## config.mk

```make
export PLATFORM = sky130hd
export DESIGN_NAME = psa_merge
export DESIGN_NICKNAME = d
export VERILOG_FILES = /design/src/hw/rtl/psa_pkg.sv /design/src/hw/rtl/psa_merge.sv
export SDC_FILE = /design/constraint.sdc
export NUM_CORES = 1
export LEC_CHECK = 0
export BUFFER_PORTS_ARGS = -buffer_cell sky130_fd_sc_hd__buf_4
export CAP_MARGIN = 10
export CORE_UTILIZATION = 50
export CTS_CLUSTER_SIZE = 25
export DETAILED_ROUTE_END_ITERATION = 10
export GPL_TIMING_DRIVEN = 0
export PLACE_DENSITY_LB_ADDON = 0.2
export SYNTH_ARGS = -nofsm -noshare
export SYNTH_HDL_FRONTEND = slang
export SYNTH_SLANG_ARGS = --single-unit
```

## constraint.sdc

```tcl
create_clock -name clock -period 3.9 [get_ports clock]
set_input_delay 0 -clock clock [delete_from_list [all_inputs] [get_ports clock]]
set_output_delay 0 -clock clock [all_outputs]
set_load 0.005 [all_outputs]
```

## src/hw/rtl/psa_pkg.sv

```systemverilog
// Shared constants and item types of the progressive sample averager.
package psa_pkg;

   localparam int INDEX_W  = 16;
   localparam int SAMPLE_W = 16;
   localparam int SUM_W    = 26;
   localparam int LEVEL_W  = 8;
   localparam int TAKEN_W  = 11;

   localparam logic [LEVEL_W-1:0] LEVEL_MAX = '1;

   localparam int DEF_MAX_PIXELS  = 65536;
   localparam int DEF_MAX_SAMPLES = 1024;

   // Divider: one input stage, one overflow check, one stage per quotient bit.
   localparam int DIV_LAT  = LEVEL_W + 2;
   // Lane: sum register plus divider.
   localparam int LANE_LAT = DIV_LAT + 1;

   // Result queue depth; a power of two, deeper than the accept-to-queue latency.
   localparam int FIFO_DEPTH = 16;

   typedef struct packed {
      logic valid;
      logic first;
      logic drop;
   } fold_ctl_type;

   typedef struct packed {
      logic [INDEX_W-1:0] index;
      logic [TAKEN_W-1:0] samples;
      logic               saturated;
   } psa_meta_type;

   typedef struct packed {
      logic [INDEX_W-1:0] index;
      logic [LEVEL_W-1:0] red;
      logic [LEVEL_W-1:0] green;
      logic [LEVEL_W-1:0] blue;
      logic [TAKEN_W-1:0] samples;
      logic               saturated;
   } rsp_item_type;

endpackage

```

## src/hw/rtl/psa_merge.sv

```systemverilog
// Merge stage: joins the three lane levels with the item info and queues results.
module psa_merge import psa_pkg::*; (
   input  logic               clock,
   input  logic               reset,
   input  logic               push,
   input  psa_meta_type       meta,
   input  logic [LEVEL_W-1:0] red_level,
   input  logic [LEVEL_W-1:0] green_level,
   input  logic [LEVEL_W-1:0] blue_level,
   output logic               out_valid,
   input  logic               out_ready,
   output rsp_item_type       out_item
);

   localparam int PTR_W  = $clog2(FIFO_DEPTH);
   localparam int FILL_W = $clog2(FIFO_DEPTH + 1);

   rsp_item_type      queue_ff [FIFO_DEPTH];
   logic [PTR_W-1:0]  wr_ptr_ff;
   logic [PTR_W-1:0]  wr_ptr_in;
   logic [PTR_W-1:0]  rd_ptr_ff;
   logic [PTR_W-1:0]  rd_ptr_in;
   logic [FILL_W-1:0] fill_ff;
   logic [FILL_W-1:0] fill_in;
   logic              pop;
   rsp_item_type      joined;

   assign joined.index     = meta.index;
   assign joined.red       = red_level;
   assign joined.green     = green_level;
   assign joined.blue      = blue_level;
   assign joined.samples   = meta.samples;
   assign joined.saturated = meta.saturated;

   assign out_valid = fill_ff != '0;
   assign pop       = out_valid && out_ready;
   assign out_item  = queue_ff[rd_ptr_ff];

   assign wr_ptr_in = push ? wr_ptr_ff + PTR_W'(1) : wr_ptr_ff;
   assign rd_ptr_in = pop  ? rd_ptr_ff + PTR_W'(1) : rd_ptr_ff;
   assign fill_in   = fill_ff + FILL_W'(push) - FILL_W'(pop);

   always_ff @(posedge clock) begin
      if (reset) begin
         wr_ptr_ff <= '0;
         rd_ptr_ff <= '0;
         fill_ff   <= '0;
      end else begin
         wr_ptr_ff <= wr_ptr_in;
         rd_ptr_ff <= rd_ptr_in;
         fill_ff   <= fill_in;
      end
   end

   always_ff @(posedge clock) begin
      if (push) begin
         queue_ff[wr_ptr_ff] <= joined;
      end
   end

endmodule

```

==> results.md <==
* Status: finished clean
* Hold_buf cts at 55
* Clock sinks at about 850
* Pin count of the biggest net entering global routing at 40
* Setup Fix Bufs, Post-CTS at 0
* Syn nets at approximately 1.4k
* DR vias at approximately 15k
* GRT Total Usage at 0.223
* Most common cell on crit path: buf_2
* Vias in the first global route at about 16k
* Family with the most delay on the worst path: buffers and inverters
* WP depth at 7
* GR Overflow Total at 0
* Final Cycle Share at 0.841
* Mean post-synth cell area at between 20 and 25 sq um
* Nets@finish at about 1.7k
* Antenna-violating nets left at 0
* Die area at around 65,000 sq um
* Area grow syn2layout at 17.1%
* Initial cell density of the core at 0.507
* Initial antenna violation count at 6
* Worst-Skew Late Latency at 0.63 ns
* Async S/R FF share, synth at 0
* List of most frequent post-synthesis cells: edfxtp_1, mux4_2, a22oi_1
* Synth top area share at 0.782
* Placed Cells at about 2.3k
* Rel. slew slack at 0.362
* Worst path required time at 3.90 ns
* Reg2reg end: fill_ff[4]
* Cts bufs inserted at 85
* Layout cell share with drive strength beyond 1 at 0.292
* CP Buf/Inv Count at 4
* Worst VDD drop at 0.303 mV
* Gpl congestion at roughly 0.70
* First-pass GRT wire length at ~100,000 um
* Number of placement rows at 92
* Worst path cell trace: buf_2, buf_2, clkbuf_1, mux4_2, a22oi_1, nand2_1, buf_4
* R2R depth at 14
* Die width at about 250 um
* Root buffer cell: clkbuf_16
* Die span in y at approximately 250 um
* Yosys top cell by area: edfxtp_1
* Seq cells post-synth at approximately 850
* TritonCTS clock tree: yes
* Seq/Total Area, Yosys at 0.792
* Setup crit end: out_item[26]
* Area of the multi-input gates at around 6200 sq um
* Tot Pwr at 21,700 uW
* RSZ-0062 raised after global routing: no
* Drt initial violations at about 1.4k
* Worst-case clock buffer depth at 3
* Hold Crit Class: in -> reg
* Critical path peak fanout at 10
* CP Capture Type: output port
* Core footprint at about 63,000 sq um
* Max Slew Vio Count at 0
* Syn. warnings at 0
* Worst-margin pin slew at ~0.95 ns
* Synth top area cells: edfxtp_1, mux4_2, a22oi_1
* Pwr Density at 581 nW/um^2
* Register Area at about 25,000 sq um
* Reg clk slew, reported paths at approximately 0.06 ns
* Fmax achieved at 0.305 GHz
* Pleak at roughly 0.012 uW
* Post-Route WL at 69,800 um
* Mapped Area at approximately 32,000 sq um
* # H-tree levels at 3
* Final Non-Filler Cells at 2,548
* # resized after CTS at 0
* Hold depth at 3
* DR vias/cell at ~5.9
* Fill count at 4,556
* Period minus WS final at 3.28 ns
* Most common cell in the netlist: edfxtp_1
* Final hold viol count at 0
* Drt wl/cell at between 20 and 30 um
* Drt pass-1 iters at 5
* CP max stage cell: clkbuf_1
* Setup violators final at 0
* I/O pins at around 110
* Clk_skew at about 0.016 ns
* Post-synth EDFFs at 832
* Final HPWL DP at just over 40,000 um
* Max stage delay on crit path at about 0.67 ns
* WS Path Type: reg -> out
* Drc violations at 0
* Cells after Synth at ~1.4k
* Top FF cell, synth: edfxtp_1
* Reg2Reg Setup Slack at between 0.8 and 0.9 ns
* RR Startpoint: fill_ff[2]
* PortBufs at between 100 and 150
* Crit path launch type: register
* Critical Path AT at around 3.3 ns
* Max cap viols at 0
* Unique masters post-synth at 29
==> metrics by stage <==
step | TNS, ns | hold slack (ns) | util | cell area, sq um | setup slack, ns
after detailed placement | 0 | 0.208 | 0.544 | 34300 | 0.887
after global placement | -4.45 | 0.203 | 0.536 | 33800 | -0.0493
after global routing | 0 | 0.126 | 0.593 | 37400 | 0.500
final | 0 | 0.128 | 0.593 | 37400 | 0.622
after floorplan | 0 | 0.0691 | - | 32000 | 1.06
after CTS | 0 | 0.0836 | 0.593 | 37400 | 0.589
==> registers in the layout, indices dropped and copies added (netlist names), named ones only <==
| register | flops |
|---|---|
| wr_ptr_ff | 4 |
| rd_ptr_ff | 4 |
| fill_ff | 5 |
| queue_ff | 832 |
==> report_power, final <==
group / internal (uW) / leakage [uW] / switching [uW]
combinational: 2040 / 0.00294 / 1890
clock: 4290 / 0.00127 / 3300
sequential: 10200 / 0.00766 / 46.0
total: 16500 / 0.0119 / 5240
==> logic make-up after synthesis <==
family | share of synthesized area
fa+ha+maj | 0.00493
mux | 0.147
simple gates | 0.0143
buf+inv | 0.0136
compound gates | 0.0254
flops | 0.792
xor+xnor | 0.00247
==> area by class of cell <==
| cell class | instances | share of cell area |
|---|---|---|
| well taps | 846 | 0.0283 |
| inverters | 9 | 0.000903 |
| multi-input cells | 440 | 0.167 |
| flip-flops and latches | 849 | 0.677 |
| diodes | 2 | 0.000134 |
| clock buffers | 106 | 0.0612 |
| clock inverters | 45 | 0.00769 |
| plain buffers | 72 | 0.0107 |
| repair buffers | 179 | 0.0475 |
==> tightest hold or removal path: cells and delay by family <==
family	cells	cell delay, ns
buffers and inverters	2	0.66
AOI/OAI and AO/OA	1	0.04
==> layer usage <==
layer | global-route usage | part of all wire | wire (um)
met1 | 0.309 | 0.42 | 29100
met2 | 0.368 | 0.51 | 35400
met3 | 0.0435 | 0.055 | 3860
met4 | 0.0580 | 0.021 | 1440
met5 | 0 | 0.00093 | 65
==> placed cells by master (no fill, tap or decap), types with 4 or more instances in the layout <==
cell type,count
clkbuf_16,89
edfxtp_1,832
buf_6,14
clkinv_2,19
dlygate4sd3_1,55
ha_1,11
buf_16,13
clkbuf_1,55
mux4_2,208
a22oi_1,104
inv_1,9
nand2_1,56
buf_2,18
nor2_1,13
a21oi_1,4
xor2_1,6
dfxtp_1,17
clkinv_1,18
nor2b_1,4
buf_4,109
and2_4,16
==> how the worst min path moves through the flow <==
stage	start	endpoint
finish	reset	fill_ff[4]
global route	reset	fill_ff[4]
CTS	reset	fill_ff[4]
detailed placement	reset	fill_ff[4]
global placement	reset	fill_ff[4]
floorplan	reset	fill_ff[4]
(Power assumes the default switching activity.)
